**src/tce_pkg.sv**
```systemverilog
`timescale 1ns / 1ps
// Shared constants and types for the transitive closure engine.
// No dependencies; every other file in src uses this package.
package tce_pkg;

    localparam int MAX_NODES_DEF = 16;

    localparam int KIND_W    = 2;
    localparam int NODE_W    = 4;
    localparam int COUNT_W   = 5;
    localparam int ROW_OUT_W = 16;

    localparam int S_TDATA_W = 8;
    localparam int M_TDATA_W = 24;

    localparam logic [COUNT_W-1:0] NODE_COUNT_RST = COUNT_W'(16);

    localparam logic [KIND_W-1:0] KIND_ADD   = 2'd0;
    localparam logic [KIND_W-1:0] KIND_CLOSE = 2'd1;
    localparam logic [KIND_W-1:0] KIND_CLEAR = 2'd2;

    // Per-cycle commands from the sequencer to every row cell.
    typedef struct packed {
        logic clear;
        logic add;
        logic shift;
        logic update;
    } cell_ctl_t;

endpackage

```
**src/tce_cell.sv**
```systemverilog
`timescale 1ns / 1ps
// One row cell of the ring: holds one matrix row and the number of that row.
// Depends on tce_pkg.
module tce_cell #(
    parameter int MAX_NODES = tce_pkg::MAX_NODES_DEF,
    parameter int POS       = 0
) (
    input  logic                                clk,
    input  logic                                rst_n,
    input  tce_pkg::cell_ctl_t                  ctl,
    input  logic [tce_pkg::NODE_W-1:0]          src_node,
    input  logic [tce_pkg::NODE_W-1:0]          dst_node,
    input  logic [$clog2(MAX_NODES)-1:0]        k_idx,
    input  logic [MAX_NODES-1:0]                krow,
    input  logic [((($clog2(MAX_NODES+1)) > tce_pkg::COUNT_W) ?
                   $clog2(MAX_NODES+1) : tce_pkg::COUNT_W)-1:0] n_eff,
    input  logic [MAX_NODES-1:0]                nb_row,
    input  logic [$clog2(MAX_NODES)-1:0]        nb_id,
    output logic [MAX_NODES-1:0]                row_q,
    output logic [MAX_NODES-1:0]                row_upd,
    output logic [$clog2(MAX_NODES)-1:0]        id_q
);

    localparam int IDW = $clog2(MAX_NODES);
    localparam int CW  = ($clog2(MAX_NODES+1) > tce_pkg::COUNT_W) ?
                         $clog2(MAX_NODES+1) : tce_pkg::COUNT_W;

    logic [MAX_NODES-1:0] row_reg, row_next;
    logic [IDW-1:0]       id_reg, id_next;
    logic [MAX_NODES-1:0] dst_bit;
    logic                 hit;

    // Row i picks up row k when it reaches k and is one of the nodes in use.
    assign hit     = ctl.update && row_reg[k_idx] && (CW'(id_reg) < n_eff);
    assign row_upd = hit ? (row_reg | krow) : row_reg;
    assign row_q   = row_reg;
    assign id_q    = id_reg;

    always_comb
    begin
        for (int b = 0; b < MAX_NODES; b++)
        begin
            dst_bit[b] = (int'(dst_node) == b);
        end
    end

    always_comb
    begin
        row_next = row_reg;
        id_next  = id_reg;
        if (ctl.clear)
        begin
            row_next = '0;
        end
        else if (ctl.add && (int'(src_node) == POS))
        begin
            row_next = row_reg | dst_bit;
        end
        else if (ctl.shift)
        begin
            row_next = nb_row;
            id_next  = nb_id;
        end
    end

    always_ff @(posedge clk or negedge rst_n)
    begin
        if (!rst_n)
        begin
            row_reg <= '0;
            id_reg  <= IDW'(POS);
        end
        else
        begin
            row_reg <= row_next;
            id_reg  <= id_next;
        end
    end

endmodule

```
**src/tce_seq.sv**
```systemverilog
`timescale 1ns / 1ps
// Sequencer: decodes input beats, steps the closure and emit passes around the ring.
// Depends on tce_pkg.
module tce_seq #(
    parameter int MAX_NODES = tce_pkg::MAX_NODES_DEF
) (
    input  logic                                clk,
    input  logic                                rst_n,
    input  logic                                in_valid,
    output logic                                in_ready,
    input  logic [tce_pkg::KIND_W-1:0]          kind,
    input  logic [tce_pkg::NODE_W-1:0]          src_node,
    input  logic [tce_pkg::NODE_W-1:0]          dst_node,
    input  logic [((($clog2(MAX_NODES+1)) > tce_pkg::COUNT_W) ?
                   $clog2(MAX_NODES+1) : tce_pkg::COUNT_W)-1:0] n_eff,
    input  logic                                slot_free,
    output tce_pkg::cell_ctl_t                  ctl,
    output logic [$clog2(MAX_NODES)-1:0]        step,
    output logic                                emit,
    output logic                                last
);

    localparam int IDW = $clog2(MAX_NODES);
    localparam int CW  = ($clog2(MAX_NODES+1) > tce_pkg::COUNT_W) ?
                         $clog2(MAX_NODES+1) : tce_pkg::COUNT_W;

    localparam logic [1:0] ST_IDLE  = 2'd0;
    localparam logic [1:0] ST_CLOSE = 2'd1;
    localparam logic [1:0] ST_EMIT  = 2'd2;

    localparam logic [IDW-1:0] STEP_LAST = IDW'(MAX_NODES - 1);

    logic [1:0]     state_reg, state_next;
    logic [IDW-1:0] step_reg, step_next;
    logic           accept;
    logic           in_use;

    assign in_ready = (state_reg == ST_IDLE);
    assign accept   = in_valid && in_ready;
    assign step     = step_reg;
    assign in_use   = (CW'(step_reg) < n_eff);
    assign emit     = (state_reg == ST_EMIT) && in_use;
    assign last     = ((CW'(step_reg) + CW'(1)) == n_eff);

    always_comb
    begin
        state_next = state_reg;
        step_next  = step_reg;
        ctl        = '0;
        unique case (state_reg)
            ST_IDLE:
            begin
                if (accept)
                begin
                    unique case (kind)
                        tce_pkg::KIND_ADD:
                        begin
                            ctl.add = (CW'(src_node) < n_eff) && (CW'(dst_node) < n_eff);
                        end
                        tce_pkg::KIND_CLEAR:
                        begin
                            ctl.clear = 1'b1;
                        end
                        tce_pkg::KIND_CLOSE:
                        begin
                            state_next = ST_CLOSE;
                            step_next  = '0;
                        end
                        default:
                        begin
                        end
                    endcase
                end
            end
            ST_CLOSE:
            begin
                ctl.shift  = 1'b1;
                ctl.update = in_use;
                step_next  = step_reg + IDW'(1);
                if (step_reg == STEP_LAST)
                begin
                    state_next = ST_EMIT;
                    step_next  = '0;
                end
            end
            ST_EMIT:
            begin
                if (!emit || slot_free)
                begin
                    ctl.shift = 1'b1;
                    step_next = step_reg + IDW'(1);
                    if (step_reg == STEP_LAST)
                    begin
                        state_next = ST_IDLE;
                        step_next  = '0;
                    end
                end
            end
            default:
            begin
                state_next = ST_IDLE;
            end
        endcase
    end

    always_ff @(posedge clk or negedge rst_n)
    begin
        if (!rst_n)
        begin
            state_reg <= ST_IDLE;
            step_reg  <= '0;
        end
        else
        begin
            state_reg <= state_next;
            step_reg  <= step_next;
        end
    end

endmodule

```
**src/transitive_closure_engine.sv**
```systemverilog
`timescale 1ns / 1ps
// Transitive closure engine: a ring of row cells with a sequencer and an output register.
// Depends on tce_pkg, tce_cell and tce_seq.
//
// Usage. Input beats arrive on s_tvalid/s_tready. s_tuser carries the kind: add edge,
// compute closure, or clear. s_tdata carries src_node and dst_node for an added edge.
// Add-edge and clear beats take effect in the cycle they are accepted, so they stream
// in at one beat per cycle with no result. An edge that names a node at or above the
// node count is dropped.
// A compute beat runs Warshall's closure in place and then streams one beat per row on
// m_tvalid/m_tready, rows 0 to node_count-1, with m_tlast on the final row.
// The matrix rows rotate around the ring of MAX_NODES cells, one position per cycle
// unless the receiver stalls, once for the closure pass (row k sits at the head in step k
// and is broadcast to every cell) and once for the emit pass, so a compute beat occupies
// the block until both passes are done. The first row goes out through the output
// register once the emit pass starts.
// When the receiver stalls, the emit pass holds the ring in place until the output
// register drains; no input beat is taken until the rotation has come full circle.
// Reset clears the matrix and sets node_count to 16. The node count is written on the
// cfg channel, which is always ready and must be used only while the block is idle.
module transitive_closure_engine #(
    parameter int MAX_NODES = tce_pkg::MAX_NODES_DEF
) (
    input  logic                               clk,
    input  logic                               rst_n,
    // Configuration: node_count.
    input  logic                               cfg_valid,
    output logic                               cfg_ready,
    input  logic [tce_pkg::COUNT_W-1:0]        cfg_data,
    // Input beats.
    input  logic                               s_tvalid,
    output logic                               s_tready,
    input  logic [tce_pkg::S_TDATA_W-1:0]      s_tdata,   // [3:0] src_node, [7:4] dst_node
    input  logic [tce_pkg::KIND_W-1:0]         s_tuser,   // [1:0] kind
    // Result beats.
    output logic                               m_tvalid,
    input  logic                               m_tready,
    output logic [tce_pkg::M_TDATA_W-1:0]      m_tdata,   // [3:0] row_index, [19:4] reach_row
    output logic                               m_tlast    // last_row
);

    localparam int IDW = $clog2(MAX_NODES);
    localparam int CW  = ($clog2(MAX_NODES+1) > tce_pkg::COUNT_W) ?
                         $clog2(MAX_NODES+1) : tce_pkg::COUNT_W;

    logic [tce_pkg::COUNT_W-1:0]   node_count_reg;
    logic [CW-1:0]                 count_ext;
    logic [CW-1:0]                 n_eff;
    logic [MAX_NODES-1:0]          use_mask;
    logic [MAX_NODES-1:0]          krow;

    tce_pkg::cell_ctl_t            ctl;
    logic [IDW-1:0]                step;
    logic                          emit;
    logic                          last;
    logic                          slot_free;

    logic [MAX_NODES-1:0]          row_q   [MAX_NODES];
    logic [MAX_NODES-1:0]          row_upd [MAX_NODES];
    logic [IDW-1:0]                id_q    [MAX_NODES];

    logic [tce_pkg::NODE_W-1:0]    src_node;
    logic [tce_pkg::NODE_W-1:0]    dst_node;
    logic [tce_pkg::ROW_OUT_W-1:0] head_row;
    logic [tce_pkg::NODE_W-1:0]    head_index;

    logic                          out_valid_reg;
    logic [tce_pkg::NODE_W-1:0]    out_index_reg;
    logic [tce_pkg::ROW_OUT_W-1:0] out_row_reg;
    logic                          out_last_reg;

    assign src_node = s_tdata[tce_pkg::NODE_W-1:0];
    assign dst_node = s_tdata[2*tce_pkg::NODE_W-1:tce_pkg::NODE_W];

    // Node count register; values above the ring size act as the ring size.
    assign cfg_ready = 1'b1;

    always_ff @(posedge clk or negedge rst_n)
    begin
        if (!rst_n)
        begin
            node_count_reg <= tce_pkg::NODE_COUNT_RST;
        end
        else if (cfg_valid && cfg_ready)
        begin
            node_count_reg <= cfg_data;
        end
    end

    assign count_ext = CW'(node_count_reg);
    assign n_eff     = (count_ext > CW'(MAX_NODES)) ? CW'(MAX_NODES) : count_ext;

    always_comb
    begin
        for (int b = 0; b < MAX_NODES; b++)
        begin
            use_mask[b] = (CW'(b) < n_eff);
        end
    end

    // The row at the head of the ring is row k during the closure pass.
    assign krow = row_q[0] & use_mask;

    tce_seq #(
        .MAX_NODES (MAX_NODES)
    ) u_seq (
        .clk       (clk),
        .rst_n     (rst_n),
        .in_valid  (s_tvalid),
        .in_ready  (s_tready),
        .kind      (s_tuser),
        .src_node  (src_node),
        .dst_node  (dst_node),
        .n_eff     (n_eff),
        .slot_free (slot_free),
        .ctl       (ctl),
        .step      (step),
        .emit      (emit),
        .last      (last)
    );

    // Each cell takes the (possibly updated) row of its upper neighbor, closing a ring.
    for (genvar c = 0; c < MAX_NODES; c++)
    begin : g_cell
        tce_cell #(
            .MAX_NODES (MAX_NODES),
            .POS       (c)
        ) u_cell (
            .clk      (clk),
            .rst_n    (rst_n),
            .ctl      (ctl),
            .src_node (src_node),
            .dst_node (dst_node),
            .k_idx    (step),
            .krow     (krow),
            .n_eff    (n_eff),
            .nb_row   (row_upd[(c + 1) % MAX_NODES]),
            .nb_id    (id_q[(c + 1) % MAX_NODES]),
            .row_q    (row_q[c]),
            .row_upd  (row_upd[c]),
            .id_q     (id_q[c])
        );
    end

    // During the emit pass the head cell holds row number step.
    assign head_row   = tce_pkg::ROW_OUT_W'(64'(krow));
    assign head_index = tce_pkg::NODE_W'(32'(step));

    assign slot_free = !out_valid_reg || m_tready;

    always_ff @(posedge clk or negedge rst_n)
    begin
        if (!rst_n)
        begin
            out_valid_reg <= 1'b0;
        end
        else if (emit && slot_free)
        begin
            out_valid_reg <= 1'b1;
        end
        else if (m_tready)
        begin
            out_valid_reg <= 1'b0;
        end
    end

    always_ff @(posedge clk)
    begin
        if (emit && slot_free)
        begin
            out_index_reg <= head_index;
            out_row_reg   <= head_row;
            out_last_reg  <= last;
        end
    end

    assign m_tvalid = out_valid_reg;
    assign m_tdata  = {4'b0000, out_row_reg, out_index_reg};
    assign m_tlast  = out_last_reg;

endmodule

```
**config.mk**
```make
export PLATFORM = sky130hd
export DESIGN_NAME = transitive_closure_engine
export DESIGN_NICKNAME = d
export VERILOG_FILES = /design/src/tce_pkg.sv /design/src/tce_cell.sv /design/src/tce_seq.sv /design/src/transitive_closure_engine.sv
export SDC_FILE = /design/constraint.sdc
export NUM_CORES = 1
export LEC_CHECK = 0
export ABC_AREA = 1
export BUFFER_PORTS_ARGS = -buffer_cell sky130_fd_sc_hd__buf_2
export CORE_ASPECT_RATIO = 1.1
export CORE_UTILIZATION = 30
export CTS_CLUSTER_DIAMETER = 150
export DETAILED_ROUTE_END_ITERATION = 10
export GPL_TIMING_DRIVEN = 1
export PLACE_DENSITY = 0.45
export SLEW_MARGIN = 20
export SYNTH_ARGS = -nofsm -noshare
export SYNTH_HDL_FRONTEND = slang
export SYNTH_SLANG_ARGS = --single-unit
```
**constraint.sdc**
```tcl
create_clock -name clk -period 3.15 [get_ports clk]
set_clock_uncertainty 0.15 [all_clocks]
set_input_delay 0.1575 -clock clk [delete_from_list [all_inputs] [get_ports clk]]
set_output_delay 0.1575 -clock clk [all_outputs]
set_load 0.1 [all_outputs]
```
Word level (Yosys, flattened, before mapping):

Cells that the tools add are included.

* output and inout bits: 28
* word-level logic and storage cells: 382
* register bits: 353
* input bits: 20

* $add $sub $neg: 2
* mux-type cells: 117
* equality and inequality tests: 41
* reductions and logical operators: 96
* $lt $le $gt $ge: 37
* bitwise operators: 50

Operators by type and width (count)
* 2-to-1 mux 16 bit: 64
* OR 16 bit: 32
* less-than comparator 4 x 5 -> 1 bit: 19
* == test 4 bit, second input constant: 17
* binary-select mux 1 bit (select 4 bit): 16
* logical AND 1 bit: 52
* nonzero test 3 bit: 17
* AND reduction 3 bit: 16
* less-than comparator 4 x 5 -> 1 bit, first input constant: 8
* == test 4 x 3 -> 1 bit, second input constant: 8
* 2-to-1 mux 1 bit: 22
* less-than comparator 3 x 5 -> 1 bit, first input constant: 4
* NOT 1 bit: 17
* AND 16 bit: 1
* == test 4 x 2 -> 1 bit, second input constant: 4
* 2-to-1 mux 4 bit: 4
* 2-to-1 mux 2 bit: 7
* one-hot mux 4 bit (3 select lines): 1
* less-than comparator 1 x 5 -> 1 bit, first input constant: 2
* less-than comparator 2 x 5 -> 1 bit, first input constant: 2
* == test 4 x 1 -> 1 bit, second input constant: 2
* logical NOT 4 bit: 2
* inequality test 2 bit, second input constant: 4
* one-hot mux 2 bit (3 select lines): 1
* other kinds (16): 21

Longest topological paths before layout:

* depth after elaboration: 11
* depth in mapped cells: 18
* depth with buffers taken out: 16

Modules after synthesis:

Synthesis repeated with hierarchy kept, for this count alone.

* cells, all modules: 4107
* area, all modules: 27458.8 um^2

Modules (own cells, without submodules)
* tce_cell (g_cell[10].u_cell ...): cells each 244, area an instance 1590.3 um^2, times used 4
* tce_cell (g_cell[1].u_cell ...): cells each 238, area an instance 1615.3 um^2, times used 2
* tce_cell (g_cell[13].u_cell ...): cells each 245, area an instance 1606.5 um^2, times used 2
* tce_cell (g_cell[4].u_cell ...): cells each 243, area an instance 1572.8 um^2, times used 2
* tce_cell (g_cell[11].u_cell ...): cells each 244, area an instance 1561.5 um^2, times used 2
* tce_cell (g_cell[3].u_cell): cells each 237, area an instance 1612.8 um^2, times used 1
* tce_cell (g_cell[0].u_cell): cells each 238, area an instance 1604.0 um^2, times used 1
* tce_cell (g_cell[12].u_cell): cells each 243, area an instance 1589.0 um^2, times used 1
* tce_cell (g_cell[15].u_cell): cells each 238, area an instance 1555.2 um^2, times used 1
* transitive_closure_engine: cells each 113, area an instance 1194.9 um^2, times used 1
* tce_seq: cells each 122, area an instance 829.5 um^2, times used 1

Worst setup path after synthesis:

No wires, ideal clock.

* path type: register to register
* start: reg node_count_reg (netlist bit count_ext[4])
* end: reg out_last_reg, in the netlist m_tlast (enable)
* data required time: 2.601 ns
* stages on the path, launching flop included: 12
* buffers on the path: 1
* data arrival time: 2.793 ns
* slack: -0.192 ns
* setup time: 0.399 ns
* cells stage by stage: dfstp_2 > buf_2 > nor2_1 > inv_1 > ha_1 > inv_1 > nor2_1 > nand2_1 > nand3_2 > nor2_2 > inv_1 > nor2_1

* longest elaborated chain between the ends: 5

Ends and longest elaborated chain
* start: declaration: RTL line transitive_closure_engine.sv:46 `logic [tce_pkg::COUNT_W-1:0] node_count_reg;`
* start signal: assignment: RTL line transitive_closure_engine.sv:82 `node_count_reg <= tce_pkg::NODE_COUNT_RST;`
* start signal: assignment: RTL line transitive_closure_engine.sv:86 `node_count_reg <= cfg_data;`
* > comparator 5 bit: RTL line transitive_closure_engine.sv:91 `assign n_eff = (count_ext > CW'(MAX_NODES)) ? CW'(MAX_NODES) : count_ext;`
* 2-to-1 mux 5 bit *: RTL line transitive_closure_engine.sv:91
* less-than comparator 4 x 5 -> 1 bit *: RTL line tce_seq.sv:41 `assign in_use = (CW'(step_reg) < n_eff);`
* logical AND 1 bit *: RTL line tce_seq.sv:42 `assign emit = (state_reg == ST_EMIT) && in_use;`
* logical AND 1 bit *: RTL line transitive_closure_engine.sv:169 `if (emit && slot_free)`
* end signal: assignment: RTL line transitive_closure_engine.sv:173 `out_last_reg <= last;`
* end: declaration: RTL line transitive_closure_engine.sv:70 `logic out_last_reg;`

Mark *: on every way between the ends. The rest lies on a longest branch, timed or not.
A chain may end at the register's enable or synchronous reset.

Worst setup path after layout:

* start: reg node_count_reg (netlist bit count_ext[4])
* end: reg g_cell[4].u_cell.row_reg[8]

* longest elaborated chain between the ends: 10
* elaborated cells between the ends (all ways): 27
* classes of those cells: 6 x order compare; 11 x mux; 2 x bitwise; 8 x reduce/logical

Ends and longest elaborated chain
* > comparator 5 bit: RTL line transitive_closure_engine.sv:91
* 2-to-1 mux 5 bit *: RTL line transitive_closure_engine.sv:91
* less-than comparator 4 x 5 -> 1 bit (on tied branches): RTL line tce_seq.sv:41, tce_seq.sv:58
* 2-to-1 mux 1 bit / logical AND 1 bit (equally long branches): RTL line tce_seq.sv:50, tce_seq.sv:58
* logical AND 1 bit / 2-to-1 mux 1 bit (equally long branches): RTL line tce_cell.sv:34, tce_seq.sv:55
* logical AND 1 bit / 2-to-1 mux 2 bit (equally long branches): RTL line tce_cell.sv:34, tce_seq.sv:53
* 2-to-1 mux 16 bit / 2-to-1 mux 2 bit (equally long branches): RTL line tce_cell.sv:35, tce_seq.sv:50
* 2-to-1 mux 16 bit / logical AND 1 bit (equally long branches): RTL line tce_cell.sv:59, tce_cell.sv:55
* 2-to-1 mux 16 bit: RTL line tce_cell.sv:55 `else if (ctl.add && (int'(src_node) == POS))`
* 2-to-1 mux 16 bit: RTL line tce_cell.sv:51 `if (ctl.clear)`
* end signal: assignment: RTL line tce_cell.sv:75 `row_reg <= row_next;`
* end: declaration: RTL line tce_cell.sv:28 `logic [MAX_NODES-1:0] row_reg, row_next;`

Mark *: on every way between the ends. The rest lies on a longest branch, timed or not. The select of a mux whose other input is x is not followed.

==> run_results.csv <==
group,metric,value,unit
power_and_ir_drop,p_seq_share,27.9,%
yosys,netlist_instances,4397,
placement,routabilityCongestion,0.874,
sta,final.period_utilization,94.6,%
power_and_ir_drop,p_int,12600,uW
die,dieArea,0.0902,sq mm
sta,hold_ws,37.8,ps
routing,finalWirelength,121000,um
final_layout,design_area,0.0314,sq mm
yosys,synth-edff-count,21,
die,die_w,287,um
critical_path,end_kind,"flop",
critical_path,worstSetupPathType,"flop to flop",
sta,maxSlewHeadroom,41.6,%
routing,vias,28100,
clock_tree,htree_levels,2,
sta,tightest_slew,866,ps
critical_path,cp_data_required_time,3560,ps
grt,grt_pass1_wl,179000,um
die,rows,114,
grt,grt_pass1_vias,26800,
final_layout,area_delta_synth_final,17.7,%
die,fp.dieH,315,um
power_and_ir_drop,power_switching_share,46.9,%
power_and_ir_drop,peakVddDrop,0.555,mV
die,start_util,30.4,%
die,ios,48,
sta,tns,0,ps
routing,via_per_inst,4.97,
routing,drtIter0Drc,2579,
routing,drtPass1Iterations,5,
power_and_ir_drop,clkPwrFrac,23.9,%
yosys,synthTopCellsByArea,"dfrtp_1 (28%), nand2_1 (25%), nand3_1 (9.6%)",
yosys,yosysTopAreaCell,"dfrtp_1",
yosys,ys.flop_type,"dfrtp_1",
worst_hold_path,hold_path.class,"input port to flop",
clock_tree,clockBufferDepth,3,
clock_tree,cts-root-buf,"clkbuf_16",
critical_path,crit_arrival,3390,ps
final_layout,drive_gt1_share,10.6,%
power_and_ir_drop,leakage,0.0172,uW
yosys,synth.avg_cell_area,6.07,sq um
critical_path,worst_setup_path_start_kind,"flop",
placement,place_hpwl,78600,um
clock_tree,cts_tree,"done",
final_layout,antennaDiodeCount,0,
final_layout,nets,4543,
sta,final.setup.worst_slack,170,ps
clock_tree,clk_pin_slew,60,ps
power_and_ir_drop,cellPowerDensity,753,mW/mm^2
sta,finalSetupViolCount,0,
die,coreArea,0.0880,sq mm
clock_tree,clock-sinks,353,
yosys,yosysTopAreaCellShare,28.0,%
sta,hold_violations,0,
power_and_ir_drop,power_frac_comb,48.2,%
grt,antenna_found_initial,1,
sta,layout_min_cycle_time,2980,ps
placement,port_buffers,42,
yosys,ys_async_sr_fraction,94.1,%
yosys,synth_cell_types,40,
sta,fmax,0.336,GHz
clock_tree,clock_latency,620,ps
critical_path,crit_fanout,8,
grt,grt-ovfl-total,0,
sta,slew_viol_final,0,
clock_tree,cts_buffers,46,
routing,wl_per_cell,21.4,um
yosys,ys_seq_area_share,33.6,%
yosys,ys_seq_elements,353,
grt,grt_start_max_net_pins,126,
run,maxCapViolations,0,
final_layout,fillers,9567,
yosys,synth_area,0.0267,sq mm
placement,post-place-ws,12.9,ps
final_layout,final_util,35.7,%
routing,drc_errors,0,
routing,antenna_left,0,
grt,grt_usage,26.6,%
final_layout,largest_register_ffs,256,
placement,placed_area,0.0294,sq mm
run_status,status,"finished clean",
power_and_ir_drop,p_sw,11100,uW
sta,rsz0062_at_grt,"yes",
yosys,yosys_warnings,0,
power by group through the flow:
stage	registers (uW)	clock network [uW]	logic (uW)
floorplan	6730	0	6550
global placement	6670	0	11000
detailed placement	6640	0	11100
CTS	6580	5780	11100
global route	6720	5940	12400
finish	6600	5650	11400
layout by cell type, fill, tap and decap left out, types with 39 or more instances in the layout:
| cell | n |
|---|---|
| buf_4 | 135 |
| nand4_1 | 128 |
| o21ai_0 | 112 |
| nor2_1 | 346 |
| buf_12 | 52 |
| a21oi_1 | 39 |
| buf_2 | 41 |
| dfrtp_1 | 295 |
| nor2_2 | 40 |
| ha_1 | 60 |
| nand3_1 | 514 |
| nand2_1 | 1788 |
| clkbuf_16 | 52 |
| inv_1 | 597 |
metal layers:
layer  part of all wire (%)  vias up  GRT usage, %  wire, um
li1                       -    13700             -         -
met1                     43    13200          35.2     52600
met2                     45      946          42.2     54200
met3                    6.0      235          3.25      7220
met4                    6.0        0          14.5      7260
met5                      0        -             0         0
path summary, 6_finish.rpt:
| path | start | to | slack, ps | cells past startpoint |
|---|---|---|---|---|
| min in group asynchronous | rst_n | g_cell[10].u_cell.row_q[10]$_DFFE_PN0P_ | 520 | 3 |
| hold / removal | s_tuser[0] | u_seq.state_reg[0]$_DFFE_PN0P_ | 40 | 5 |
| setup reg to reg | count_ext[4]$_DFFE_PN1P_ | g_cell[4].u_cell.row_q[8]$_DFFE_PN0P_ | 170 | 16 |
| hold reg to reg | g_cell[14].u_cell.id_q[3]$_DFFE_PN1P_ | g_cell[13].u_cell.id_q[3]$_DFFE_PN1P_ | 330 | 2 |
| max in group asynchronous | rst_n | g_cell[10].u_cell.row_q[8]$_DFFE_PN0P_ | 1350 | 4 |
| setup / recovery | count_ext[4]$_DFFE_PN1P_ | g_cell[4].u_cell.row_q[8]$_DFFE_PN0P_ | 170 | 16 |
stage by stage:
| step | power (uW) | instances |
|---|---|---|
| global route | 25100 | 5661 |
| detailed placement | 17700 | 5544 |
| CTS | 23500 | 5650 |
| global placement | 17700 | 5544 |
| finish | 23700 | 5661 |
| floorplan | 13300 | 4400 |
area by class of cell:
cell class	count	area (sq um)	share of cell area (%)
Inverter	633	2410	7.66
Clock buffer	68	1410	4.48
Multi-Input combinational cell	3170	14400	45.7
Sequential cell	353	8990	28.6
Timing Repair Buffer	259	2650	8.41
Tap cell	1160	1450	4.62
Clock inverter	18	165	0.525
critical path, cell delays in order, from the launching register on:
cell,delay [ps]
dfstp_2,420
nor2_4,150
clkinvlp_4,180
buf_4,170
buf_4,120
buf_4,170
ha_1,300
a21o_1,180
a22oi_2,170
buf_4,180
nand3_1,100
nor2_2,160
buf_4,190
nand2_1,60
nand2_1,90
nand3_1,70
nand2_1,60
timing repair:
item                                    4_1_cts  5_1_grt
pin swaps                                     0        1
endpoints found under the setup margin        4      259
endpoints found under the hold margin       296        0
setup buffers                                 0        8
cloned                                        0        3
gates resized for setup                       1       30
hold buffers                                 20        0
synthesized netlist by cell type (4+ instances only):
| master | instances |
|---|---|
| dfstp_2 | 33 |
| nand3_2 | 14 |
| inv_2 | 29 |
| o21ai_1 | 33 |
| nand2_4 | 4 |
| a22oi_1 | 14 |
| nor3_1 | 8 |
| clkbuf_1 | 111 |
| o21ai_0 | 112 |
| nand2_1 | 1788 |
| nand4_1 | 128 |
| a21o_1 | 14 |
| inv_1 | 602 |
| dfrtp_1 | 299 |
| buf_2 | 79 |
| edfxtp_1 | 21 |
| nor2_2 | 18 |
| nor2_1 | 374 |
| buf_1 | 24 |
| nand3_1 | 514 |
| o2111ai_1 | 14 |
| nand3_4 | 13 |
| buf_4 | 28 |
| a21oi_1 | 40 |
| ha_1 | 60 |
cells by family (layout without fill, tap and decap cells):
| group | count (synthesis) | count (layout) | synth area share (%) |
|---|---|---|---|
| fa+ha+maj | 60 | 60 | 2.81 |
| xor+xnor | 3 | 3 | 0.0984 |
| buf+inv | 877 | 978 | 13.2 |
| flops | 353 | 353 | 33.6 |
| simple gates | 2868 | 2868 | 45.3 |
| other cells | 2 | 5 | 0.0281 |
| compound gates | 234 | 234 | 4.96 |
No activity file was read; power rests on OpenSTA's default activity.
